## src/hdl/gda_pkg.sv

```systemverilog
// Shared types, constants and calendar tables for the Gregorian date block.
// No dependencies; every other file refers to it by scoped names.
package gda_pkg;

   // Operation codes carried by each request word
   typedef enum logic [1:0] {
      OP_ADD_DAYS    = 2'd0,
      OP_ADD_YEAR    = 2'd1,
      OP_NEXT_MONDAY = 2'd2,
      OP_HOLD        = 2'd3
   } op_type;

   localparam logic [13:0] YEAR_MIN   = 14'd1;
   localparam logic [13:0] YEAR_MAX   = 14'd9999;
   localparam logic [3:0]  MONTH_MIN  = 4'd1;
   localparam logic [3:0]  MONTH_MAX  = 4'd12;
   localparam logic [3:0]  MONTH_FEB  = 4'd2;
   localparam logic [4:0]  DAY_MIN    = 5'd1;
   localparam logic [4:0]  DAY_LEAP   = 5'd29;
   localparam logic [4:0]  DAY_FEB_28 = 5'd28;
   localparam logic [8:0]  NDAYS_MAX  = 9'd365;
   localparam logic [8:0]  YEAR_DAYS  = 9'd365;
   localparam logic [2:0]  WDAY_MON   = 3'd1;

   // Reciprocal multipliers: y / 100 for y up to 10000, x / 7 for 15-bit x
   localparam logic [12:0] DIV100_MUL = 13'd5243;
   localparam logic [15:0] MOD7_MUL   = 16'd37450;

   // Front end to day-of-year stage
   typedef struct packed {
      logic        valid;
      op_type      op;
      logic [13:0] year;
      logic [3:0]  month;
      logic [4:0]  day;
      logic [8:0]  ndays;
      logic        leap0;
      logic        leap1;
      logic [14:0] wsum;
   } front_type;

   // Day-of-year stage to calendar back end
   typedef struct packed {
      logic        valid;
      logic        use_cal;
      logic [13:0] year_f;
      logic        leap_f;
      logic [8:0]  doy;
      logic [3:0]  alt_month;
      logic [4:0]  alt_day;
      logic [9:0]  wsum;
   } mid_type;

   // Quotient by 100 through a reciprocal multiply
   function automatic logic [6:0] div100(input logic [13:0] y);
      logic [26:0] prod;
      prod = 27'(y) * 27'(DIV100_MUL);
      return prod[25:19];
   endfunction

   // Leap test from the year and its quotient by 100
   function automatic logic is_leap(input logic [13:0] y, input logic [6:0] q);
      logic [13:0] rem;
      rem = y - 14'(q) * 14'd100;
      return ((y[1:0] == 2'b00) && (rem != 14'd0)) ||
             ((rem == 14'd0) && (q[1:0] == 2'b00));
   endfunction

   // Remainder by 7 of a 15-bit value
   function automatic logic [2:0] mod7(input logic [14:0] x);
      logic [30:0] prod;
      logic [12:0] quo;
      logic [14:0] rest;
      prod = 31'(x) * 31'(MOD7_MUL);
      quo  = prod[30:18];
      rest = x - 15'(quo) * 15'd7;
      return rest[2:0];
   endfunction

   // Days in the year before the first of the month
   function automatic logic [8:0] cum_days(input logic [3:0] m, input logic leap);
      logic [8:0] base;
      unique case (m)
         4'd1:    base = 9'd0;
         4'd2:    base = 9'd31;
         4'd3:    base = 9'd59;
         4'd4:    base = 9'd90;
         4'd5:    base = 9'd120;
         4'd6:    base = 9'd151;
         4'd7:    base = 9'd181;
         4'd8:    base = 9'd212;
         4'd9:    base = 9'd243;
         4'd10:   base = 9'd273;
         4'd11:   base = 9'd304;
         4'd12:   base = 9'd334;
         default: base = 9'd0;
      endcase
      return base + 9'((leap && (m > MONTH_FEB)) ? 1 : 0);
   endfunction

   // Length of the month
   function automatic logic [4:0] month_len(input logic [3:0] m, input logic leap);
      logic [4:0] len;
      unique case (m)
         4'd2:                   len = leap ? 5'd29 : 5'd28;
         4'd4, 4'd6, 4'd9, 4'd11: len = 5'd30;
         default:                len = 5'd31;
      endcase
      return len;
   endfunction

   // Month offset of the weekday formula
   function automatic logic [2:0] sak_offset(input logic [3:0] m);
      logic [2:0] t;
      unique case (m)
         4'd1:    t = 3'd0;
         4'd2:    t = 3'd3;
         4'd3:    t = 3'd2;
         4'd4:    t = 3'd5;
         4'd5:    t = 3'd0;
         4'd6:    t = 3'd3;
         4'd7:    t = 3'd5;
         4'd8:    t = 3'd1;
         4'd9:    t = 3'd4;
         4'd10:   t = 3'd6;
         4'd11:   t = 3'd2;
         4'd12:   t = 3'd4;
         default: t = 3'd0;
      endcase
      return t;
   endfunction

endpackage

```

## src/hdl/gda_front.sv

```systemverilog
// Front end: clamps the request word, finds leap years and the weekday sum.
// Two register stages. Depends on gda_pkg.
module gda_front (
   input  logic               clock,
   input  logic               reset,
   input  logic               in_valid,
   input  logic [1:0]         in_op,
   input  logic [13:0]        in_year,
   input  logic [3:0]         in_month,
   input  logic [4:0]         in_day,
   input  logic [8:0]         in_ndays,
   output gda_pkg::front_type front_out
);

   logic [13:0]      year_cl;
   logic [3:0]       month_cl;
   logic [8:0]       ndays_cl;

   logic             s1_valid_ff;
   gda_pkg::op_type  s1_op_ff;
   logic [13:0]      s1_year_ff;
   logic [3:0]       s1_month_ff;
   logic [4:0]       s1_day_ff;
   logic [8:0]       s1_ndays_ff;
   logic [6:0]       s1_q0_ff, s1_q0_in;
   logic [6:0]       s1_qm_ff, s1_qm_in;
   logic [6:0]       s1_qp_ff, s1_qp_in;

   logic             leap0, leap1;
   logic [4:0]       lim, day_cl;
   logic [13:0]      ys;
   logic [6:0]       qs;
   gda_pkg::front_type s2_ff, s2_in;

   // Clamp year, month and offset; divide the neighbouring years by 100
   always_comb begin
      if (in_year < gda_pkg::YEAR_MIN) year_cl = gda_pkg::YEAR_MIN;
      else if (in_year > gda_pkg::YEAR_MAX) year_cl = gda_pkg::YEAR_MAX;
      else year_cl = in_year;
      if (in_month < gda_pkg::MONTH_MIN) month_cl = gda_pkg::MONTH_MIN;
      else if (in_month > gda_pkg::MONTH_MAX) month_cl = gda_pkg::MONTH_MAX;
      else month_cl = in_month;
      ndays_cl = (in_ndays > gda_pkg::NDAYS_MAX) ? gda_pkg::NDAYS_MAX : in_ndays;
      s1_q0_in = gda_pkg::div100(year_cl);
      s1_qm_in = gda_pkg::div100(year_cl - 14'd1);
      s1_qp_in = gda_pkg::div100(year_cl + 14'd1);
   end

   always_ff @(posedge clock) begin
      if (reset) begin
         s1_valid_ff <= 1'b0;
      end else begin
         s1_valid_ff <= in_valid;
      end
   end

   always_ff @(posedge clock) begin
      s1_op_ff    <= gda_pkg::op_type'(in_op);
      s1_year_ff  <= year_cl;
      s1_month_ff <= month_cl;
      s1_day_ff   <= in_day;
      s1_ndays_ff <= ndays_cl;
      s1_q0_ff    <= s1_q0_in;
      s1_qm_ff    <= s1_qm_in;
      s1_qp_ff    <= s1_qp_in;
   end

   // Leap flags, day clamp and the weekday sum before reduction by 7
   always_comb begin
      leap0  = gda_pkg::is_leap(s1_year_ff, s1_q0_ff);
      leap1  = gda_pkg::is_leap(s1_year_ff + 14'd1, s1_qp_ff);
      lim    = gda_pkg::month_len(s1_month_ff, leap0);
      if (s1_day_ff < gda_pkg::DAY_MIN) day_cl = gda_pkg::DAY_MIN;
      else if (s1_day_ff > lim) day_cl = lim;
      else day_cl = s1_day_ff;
      if (s1_month_ff < 4'd3) begin
         ys = s1_year_ff - 14'd1;
         qs = s1_qm_ff;
      end else begin
         ys = s1_year_ff;
         qs = s1_q0_ff;
      end
      s2_in.valid = s1_valid_ff;
      s2_in.op    = s1_op_ff;
      s2_in.year  = s1_year_ff;
      s2_in.month = s1_month_ff;
      s2_in.day   = day_cl;
      s2_in.ndays = s1_ndays_ff;
      s2_in.leap0 = leap0;
      s2_in.leap1 = leap1;
      s2_in.wsum  = 15'(ys) + 15'(ys[13:2]) - 15'(qs) + 15'(qs[6:2])
                  + 15'(gda_pkg::sak_offset(s1_month_ff)) + 15'(day_cl);
   end

   always_ff @(posedge clock) begin
      if (reset) begin
         s2_ff.valid <= 1'b0;
      end else begin
         s2_ff.valid <= s2_in.valid;
      end
   end

   always_ff @(posedge clock) begin
      s2_ff.op    <= s2_in.op;
      s2_ff.year  <= s2_in.year;
      s2_ff.month <= s2_in.month;
      s2_ff.day   <= s2_in.day;
      s2_ff.ndays <= s2_in.ndays;
      s2_ff.leap0 <= s2_in.leap0;
      s2_ff.leap1 <= s2_in.leap1;
      s2_ff.wsum  <= s2_in.wsum;
   end

   assign front_out = s2_ff;

endmodule

```

## src/hdl/gda_doy.sv

```systemverilog
// Day-of-year stages: input weekday, day of year, offset addition and year carry.
// Two register stages. Depends on gda_pkg.
module gda_doy (
   input  logic               clock,
   input  logic               reset,
   input  gda_pkg::front_type front_in,
   output gda_pkg::mid_type   mid_out
);

   logic             s3_valid_ff;
   gda_pkg::op_type  s3_op_ff;
   logic [13:0]      s3_year_ff;
   logic [3:0]       s3_month_ff;
   logic [4:0]       s3_day_ff;
   logic [8:0]       s3_ndays_ff;
   logic             s3_leap0_ff, s3_leap1_ff;
   logic [2:0]       s3_wday_ff, s3_wday_in;
   logic [8:0]       s3_doy_ff, s3_doy_in;

   logic [8:0]       step;
   logic [2:0]       delta_year;
   logic [8:0]       delta;
   logic [9:0]       total, ylen;
   logic             carry;
   gda_pkg::mid_type s4_ff, s4_in;

   // Reduce the weekday sum and find the day of the year
   always_comb begin
      s3_wday_in = gda_pkg::mod7(front_in.wsum);
      s3_doy_in  = gda_pkg::cum_days(front_in.month, front_in.leap0)
                 + 9'(front_in.day);
   end

   always_ff @(posedge clock) begin
      if (reset) begin
         s3_valid_ff <= 1'b0;
      end else begin
         s3_valid_ff <= front_in.valid;
      end
   end

   always_ff @(posedge clock) begin
      s3_op_ff    <= front_in.op;
      s3_year_ff  <= front_in.year;
      s3_month_ff <= front_in.month;
      s3_day_ff   <= front_in.day;
      s3_ndays_ff <= front_in.ndays;
      s3_leap0_ff <= front_in.leap0;
      s3_leap1_ff <= front_in.leap1;
      s3_wday_ff  <= s3_wday_in;
      s3_doy_ff   <= s3_doy_in;
   end

   // Pick the day step, add it, carry into the next year
   always_comb begin
      if (s3_wday_ff == 3'd0) step = 9'd1;
      else if (s3_wday_ff == gda_pkg::WDAY_MON) step = 9'd0;
      else step = 9'(4'd8 - 4'(s3_wday_ff));

      // A year on shifts the weekday by the length of the year spanned
      if (s3_month_ff == gda_pkg::MONTH_FEB && s3_day_ff == gda_pkg::DAY_LEAP)
         delta_year = 3'd1;
      else if (s3_month_ff <= gda_pkg::MONTH_FEB)
         delta_year = s3_leap0_ff ? 3'd2 : 3'd1;
      else
         delta_year = s3_leap1_ff ? 3'd2 : 3'd1;

      s4_in.alt_month = s3_month_ff;
      s4_in.alt_day   = s3_day_ff;
      s4_in.use_cal   = 1'b0;
      unique case (s3_op_ff)
         gda_pkg::OP_ADD_DAYS: begin
            delta         = s3_ndays_ff;
            s4_in.use_cal = 1'b1;
         end
         gda_pkg::OP_NEXT_MONDAY: begin
            delta         = step;
            s4_in.use_cal = 1'b1;
         end
         gda_pkg::OP_ADD_YEAR: begin
            delta = 9'(delta_year);
            if (s3_month_ff == gda_pkg::MONTH_FEB && s3_day_ff == gda_pkg::DAY_LEAP)
               s4_in.alt_day = gda_pkg::DAY_FEB_28;
         end
         gda_pkg::OP_HOLD: begin
            delta = 9'd0;
         end
      endcase

      total = 10'(s3_doy_ff) + 10'(delta);
      ylen  = 10'(gda_pkg::YEAR_DAYS) + 10'(s3_leap0_ff);
      carry = s4_in.use_cal && (total > ylen);

      s4_in.valid  = s3_valid_ff;
      s4_in.doy    = carry ? 9'(total - ylen) : total[8:0];
      s4_in.leap_f = carry ? s3_leap1_ff : s3_leap0_ff;
      if (s3_op_ff == gda_pkg::OP_ADD_YEAR || carry)
         s4_in.year_f = s3_year_ff + 14'd1;
      else
         s4_in.year_f = s3_year_ff;
      s4_in.wsum = 10'(s3_wday_ff) + 10'(delta);
   end

   always_ff @(posedge clock) begin
      if (reset) begin
         s4_ff.valid <= 1'b0;
      end else begin
         s4_ff.valid <= s4_in.valid;
      end
   end

   always_ff @(posedge clock) begin
      s4_ff.use_cal   <= s4_in.use_cal;
      s4_ff.year_f    <= s4_in.year_f;
      s4_ff.leap_f    <= s4_in.leap_f;
      s4_ff.doy       <= s4_in.doy;
      s4_ff.alt_month <= s4_in.alt_month;
      s4_ff.alt_day   <= s4_in.alt_day;
      s4_ff.wsum      <= s4_in.wsum;
   end

   assign mid_out = s4_ff;

endmodule

```

## src/hdl/gda_back.sv

```systemverilog
// Back end: turns the day of the year into month and day, or passes the held date, and reduces the weekday.
// Two register stages, the last drives the result word. Depends on gda_pkg.
module gda_back (
   input  logic             clock,
   input  logic             reset,
   input  gda_pkg::mid_type mid_in,
   output logic             out_valid,
   output logic [13:0]      out_year,
   output logic [3:0]       out_month,
   output logic [4:0]       out_day,
   output logic [2:0]       out_weekday
);

   logic [3:0]  s5_month_ff, s5_month_in;
   logic [2:0]  s5_wday_ff, s5_wday_in;
   logic        s5_valid_ff;
   logic        s5_use_cal_ff;
   logic [13:0] s5_year_ff;
   logic        s5_leap_ff;
   logic [8:0]  s5_doy_ff;
   logic [3:0]  s5_alt_month_ff;
   logic [4:0]  s5_alt_day_ff;

   logic        s6_valid_ff;
   logic [13:0] s6_year_ff;
   logic [3:0]  s6_month_ff, s6_month_in;
   logic [4:0]  s6_day_ff, s6_day_in;
   logic [2:0]  s6_wday_ff;
   logic [8:0]  day_cal;

   // Count the month starts that the day of the year has passed
   always_comb begin
      s5_month_in = gda_pkg::MONTH_MIN;
      for (int k = 2; k <= 12; k++) begin
         if (mid_in.doy > gda_pkg::cum_days(4'(k), mid_in.leap_f))
            s5_month_in = s5_month_in + 4'd1;
      end
      s5_wday_in = gda_pkg::mod7(15'(mid_in.wsum));
   end

   always_ff @(posedge clock) begin
      if (reset) begin
         s5_valid_ff <= 1'b0;
      end else begin
         s5_valid_ff <= mid_in.valid;
      end
   end

   always_ff @(posedge clock) begin
      s5_month_ff     <= s5_month_in;
      s5_wday_ff      <= s5_wday_in;
      s5_use_cal_ff   <= mid_in.use_cal;
      s5_year_ff      <= mid_in.year_f;
      s5_leap_ff      <= mid_in.leap_f;
      s5_doy_ff       <= mid_in.doy;
      s5_alt_month_ff <= mid_in.alt_month;
      s5_alt_day_ff   <= mid_in.alt_day;
   end

   // Take the day within the month and choose the result date
   always_comb begin
      day_cal = s5_doy_ff - gda_pkg::cum_days(s5_month_ff, s5_leap_ff);
      if (s5_use_cal_ff) begin
         s6_month_in = s5_month_ff;
         s6_day_in   = day_cal[4:0];
      end else begin
         s6_month_in = s5_alt_month_ff;
         s6_day_in   = s5_alt_day_ff;
      end
   end

   always_ff @(posedge clock) begin
      if (reset) begin
         s6_valid_ff <= 1'b0;
      end else begin
         s6_valid_ff <= s5_valid_ff;
      end
   end

   always_ff @(posedge clock) begin
      s6_year_ff  <= s5_year_ff;
      s6_month_ff <= s6_month_in;
      s6_day_ff   <= s6_day_in;
      s6_wday_ff  <= s5_wday_ff;
   end

   assign out_valid   = s6_valid_ff;
   assign out_year    = s6_year_ff;
   assign out_month   = s6_month_ff;
   assign out_day     = s6_day_ff;
   assign out_weekday = s6_wday_ff;

endmodule

```

## src/hdl/gregorian_date_arithmetic.sv

```systemverilog
// Top level of the Gregorian date block: front end, day-of-year and back end stages.
// Depends on gda_pkg, gda_front, gda_doy and gda_back.
//
// The block takes one request word per clock and returns each result word in order,
// with rsp_valid high for one cycle. busy never rises, so start may be held high
// continuously; the rate of one word per cycle is set by the six register stages
// of the pipeline, which every word passes through. The receiver must capture
// each result in its strobe cycle.
module gregorian_date_arithmetic (
   input  logic        clock,
   input  logic        reset,
   input  logic        start,
   output logic        busy,
   input  logic [1:0]  req_op,
   input  logic [13:0] req_in_year,
   input  logic [3:0]  req_in_month,
   input  logic [4:0]  req_in_day,
   input  logic [8:0]  req_offset_days,
   output logic        rsp_valid,
   output logic [13:0] rsp_out_year,
   output logic [3:0]  rsp_out_month,
   output logic [4:0]  rsp_out_day,
   output logic [2:0]  rsp_weekday
);

   gda_pkg::front_type front;
   gda_pkg::mid_type   mid;
   logic               accept;

   // The pipeline never stalls
   assign busy   = 1'b0;
   assign accept = start && !busy;

   gda_front u_front (
      .clock     (clock),
      .reset     (reset),
      .in_valid  (accept),
      .in_op     (req_op),
      .in_year   (req_in_year),
      .in_month  (req_in_month),
      .in_day    (req_in_day),
      .in_ndays  (req_offset_days),
      .front_out (front)
   );

   gda_doy u_doy (
      .clock    (clock),
      .reset    (reset),
      .front_in (front),
      .mid_out  (mid)
   );

   gda_back u_back (
      .clock       (clock),
      .reset       (reset),
      .mid_in      (mid),
      .out_valid   (rsp_valid),
      .out_year    (rsp_out_year),
      .out_month   (rsp_out_month),
      .out_day     (rsp_out_day),
      .out_weekday (rsp_weekday)
   );

   // Every accepted word comes out as a result word
   a_latency: assert property (@(posedge clock) disable iff (reset)
      accept |-> ##6 rsp_valid)
      else $error("result word missing six cycles after accept");

   // Result month lies in the calendar
   a_month: assert property (@(posedge clock) disable iff (reset)
      rsp_valid |-> (rsp_out_month >= gda_pkg::MONTH_MIN) &&
                    (rsp_out_month <= gda_pkg::MONTH_MAX))
      else $error("result month out of range");

   // Result day is never zero
   a_day: assert property (@(posedge clock) disable iff (reset)
      rsp_valid |-> (rsp_out_day != 5'd0))
      else $error("result day is zero");

   // Weekday is reduced by 7
   a_wday: assert property (@(posedge clock) disable iff (reset)
      rsp_valid |-> (rsp_weekday <= 3'd6))
      else $error("weekday out of range");

endmodule
```

## config.mk

```make
export PLATFORM = sky130hd
export DESIGN_NAME = gregorian_date_arithmetic
export DESIGN_NICKNAME = d
export VERILOG_FILES = /design/src/hdl/gda_pkg.sv /design/src/hdl/gda_front.sv /design/src/hdl/gda_doy.sv /design/src/hdl/gda_back.sv /design/src/hdl/gregorian_date_arithmetic.sv
export SDC_FILE = /design/constraint.sdc
export NUM_CORES = 1
export LEC_CHECK = 0
export ABC_AREA = 0
export BUFFER_PORTS_ARGS = -buffer_cell sky130_fd_sc_hd__buf_2
export CORE_MARGIN = 8
export CORE_UTILIZATION = 59
export DETAILED_ROUTE_END_ITERATION = 8
export PLACE_DENSITY = 0.87
export SYNTH_ARGS = -nofsm -noshare
export SYNTH_HDL_FRONTEND = slang
export SYNTH_SLANG_ARGS = --single-unit
export TNS_END_PERCENT = 10
```

## constraint.sdc

```tcl
create_clock -name clock -period 8.5 [get_ports clock]
set_input_delay 0 -clock clock [delete_from_list [all_inputs] [get_ports clock]]
set_output_delay 0 -clock clock [all_outputs]
set_load 0.02 [all_outputs]
```

==> flow_summary.ini <==
[run_status]
status = completed

[critical_path]
critical_path_depth = 37
crit_type = reg -> reg
cp-start-kind = register
arrival_ns = 8.70
r2r_start = u_front.s1_q0_ff[2]
critPathCaptureType = register
crit_path_max_fanout = 4
critPathRequiredTime_ns = 8.93
crit_start = u_front.s1_q0_ff[2]
critPathBufInv = 2
endpoint = u_front.front_out[14]
slowest_delay_ns = 0.53
slowest_stage = fa_1
critical_path.top_delay_family = adder cells
worst_r2r_path_depth = 37
regToRegEndpoint = u_front.front_out[14]
regToRegSetupSlack_ns = 0.23

[floorplanning]
die_area_um2 = 52420
die_h_um = 228.9
die_w_um = 228.9
start_util = 0.5934
io_pins = 65
rows = 78
core_area_um2 = 45090

[placement]
io_buffers = 63
hpwl_mm = 46.27
gp_congestion = 0.9423

[yosys]
synth_nets = 3548
synth-edff-count = 0
ys_seq_elements = 281
yosys_warnings = 0
syn_area_um2 = 26750
postSynthCellCount = 2649
synth_flop_cell = dfxtp_1
seq_area_frac_synth = 0.2103
syn_avg_cell_area_um2 = 10.10
ys_async_sr_fraction = 0
yosysUniqueCellTypes = 85

[clocking]
htree_levels = 1
cts.clk_slew.worst_paths_ns = 0.06
cts_tree = built
clk_latency_ns = 0.55
root_buffer = clkbuf_16
clock-sinks = 281
cts_buffers = 26
ctsLongestPathBuffers = 3

[sta]
hold-worst-slack_ns = 0.09562
finalSetupViolations = 0
final.period_utilization = 0.9726
worst_slew_pin_slew_ns = 1.182
rsz0062_at_grt = yes
timing.final.max_slew_violations = 0
hold_viol = 0
max_freq_mhz = 121.0
fin_skew_ns = 0.01419
maxSlewHeadroom = 0.2016
period_needed_ns = 8.267

[layout]
layout_common_cells = 599 x ha_1, 565 x inv_1, 278 x dfxtp_1
nets = 3666
final_common_cell = ha_1
syn2layout_area_growth_pct = 9.110
drive_above_1_share = 0.07284
n_antenna_cell = 0
nFillCells = 3218

[grt]
overflow = 0
grt_max_degree = 26
antenna_found_initial = 0
grt_pass1_wl_mm = 94.17
grt_pass1_vias = 20375
track_usage = 0.2128

[drt]
via_per_inst = 5.447
via_count = 18450
wl_per_cell_um = 16.59
initialDrtViolationCount = 709
route.detailed.drc = 0
routed_wl_mm = 56.18
drtPass1Iterations = 5
postRouteAntennaNets = 0

[worst_hold_path]
holdCritStartpoint = req_op[0]
hold_class = in -> reg

[flow_run]
drv_cap = 0
==> logic make-up (layout without fill, tap and decap cells) <==
| kind of cell | after synthesis | in the layout | synth area share |
|---|---|---|---|
| AO/OA/AOI/OAI | 288 | 288 | 0.07193 |
| adder cells (fa/ha/maj) | 862 | 862 | 0.4761 |
| AND/OR/NAND/NOR | 376 | 376 | 0.07151 |
| other | 1 | 1 | 0.0001402 |
| buffers and inverters | 599 | 737 | 0.08497 |
| multiplexers | 39 | 39 | 0.01595 |
| XOR/XNOR | 203 | 203 | 0.06917 |
| flip-flops | 281 | 281 | 0.2103 |
==> through the flow <==
stage	setup slack (ns)	setup TNS [ns]	cells	instance area, µm²	util
2_1_floorplan	0.4214	0	2649	26750	-
3_3_place_gp	0.1025	0	3307	27890	0.6186
3_5_place_dp	-0.3128	-0.4267	3307	27890	0.6186
4_1_cts	0.0008802	0	3384	29090	0.6452
5_1_grt	-0.1689	-0.2153	3387	29190	0.6474
6_report	0.2328	0	3387	29190	0.6474
==> routing by layer <==
layer	GRT usage	up-vias	wire (µm)
met3	0.02718	160	2683
met1	0.2322	8946	21680
met5	0	-	0
li1	-	8813	-
met4	0.07990	0	2006
met2	0.4117	531	29810
==> repair_timing <==
item	4_1_cts	5_1_grt
setup buffers	0	3
hold buffers	29	0
endpoints found under the hold margin	31	0
gates resized for setup	7	20
pin swaps	2	10
gates cloned	0	0
setup endpoints to repair	2	11
==> registers in the layout (all words and copies together), names as in the netlist, 7 cells and up, named ones only <==
name / count
u_doy.s3_doy_ff: 9
u_doy.s3_ndays_ff: 9
u_front.s1_qm_ff: 7
u_front.s1_q0_ff: 7
u_front.front_out: 52
u_doy.mid_out: 45
u_doy.s3_year_ff: 14
u_back.out_year: 14
u_front.s1_qp_ff: 7
u_back.s5_year_ff: 14
u_front.s1_year_ff: 14
u_front.s1_ndays_ff: 9
==> Yosys cell counts (11+ instances only) <==
cell type	count	area [µm²]
nor2b_1	30	187.7
and3_1	16	100.1
nor3_1	22	110.1
xor2_1	42	367.9
fa_1	260	5205
nand4_1	13	81.33
clkbuf_1	24	90.09
a21oi_1	73	365.4
a21o_1	38	285.3
o21bai_1	11	82.58
inv_1	565	2121
nand2b_1	17	106.4
and2_1	18	112.6
nor2_1	89	334.1
mux2_2	15	168.9
ha_1	602	7532
a31oi_1	11	68.82
dfxtp_1	281	5625
nand2_1	89	334.1
o21ai_0	62	310.3
a211oi_1	12	90.09
nand3_1	37	185.2
xnor2_1	155	1358
mux2i_1	21	210.2
==> final cells by class <==
cell class / instances / area, µm² / area share
multi-input cells: 1769 / 18960 / 0.6496
clock buffers: 37 / 763.2 / 0.02615
repair buffers: 124 / 845.8 / 0.02897
well taps: 600 / 750.7 / 0.02572
inverters: 565 / 2121 / 0.07265
flip-flops and latches: 281 / 5629 / 0.1928
clock inverters: 11 / 120.1 / 0.004115
==> how the worst min path moves through the flow <==
| stage | to | slack (ns) | cells after the start |
|---|---|---|---|
| after floorplan | u_front.s1_day_ff[0] | 0.03 | 0 |
| after global placement | u_front.s1_op_ff[0] | 0.11 | 1 |
| after detailed placement | u_front.s1_op_ff[1] | 0.11 | 1 |
| after CTS | u_front.s1_year_ff[2] | 0.06 | 3 |
| after global routing | u_front.s1_op_ff[0] | 0.09 | 2 |
| final | u_front.s1_op_ff[0] | 0.1 | 2 |
Power is left out: the tool's default activity adds up to more than one toggle a clock period on the data nets, which glitch-free logic cannot reach.
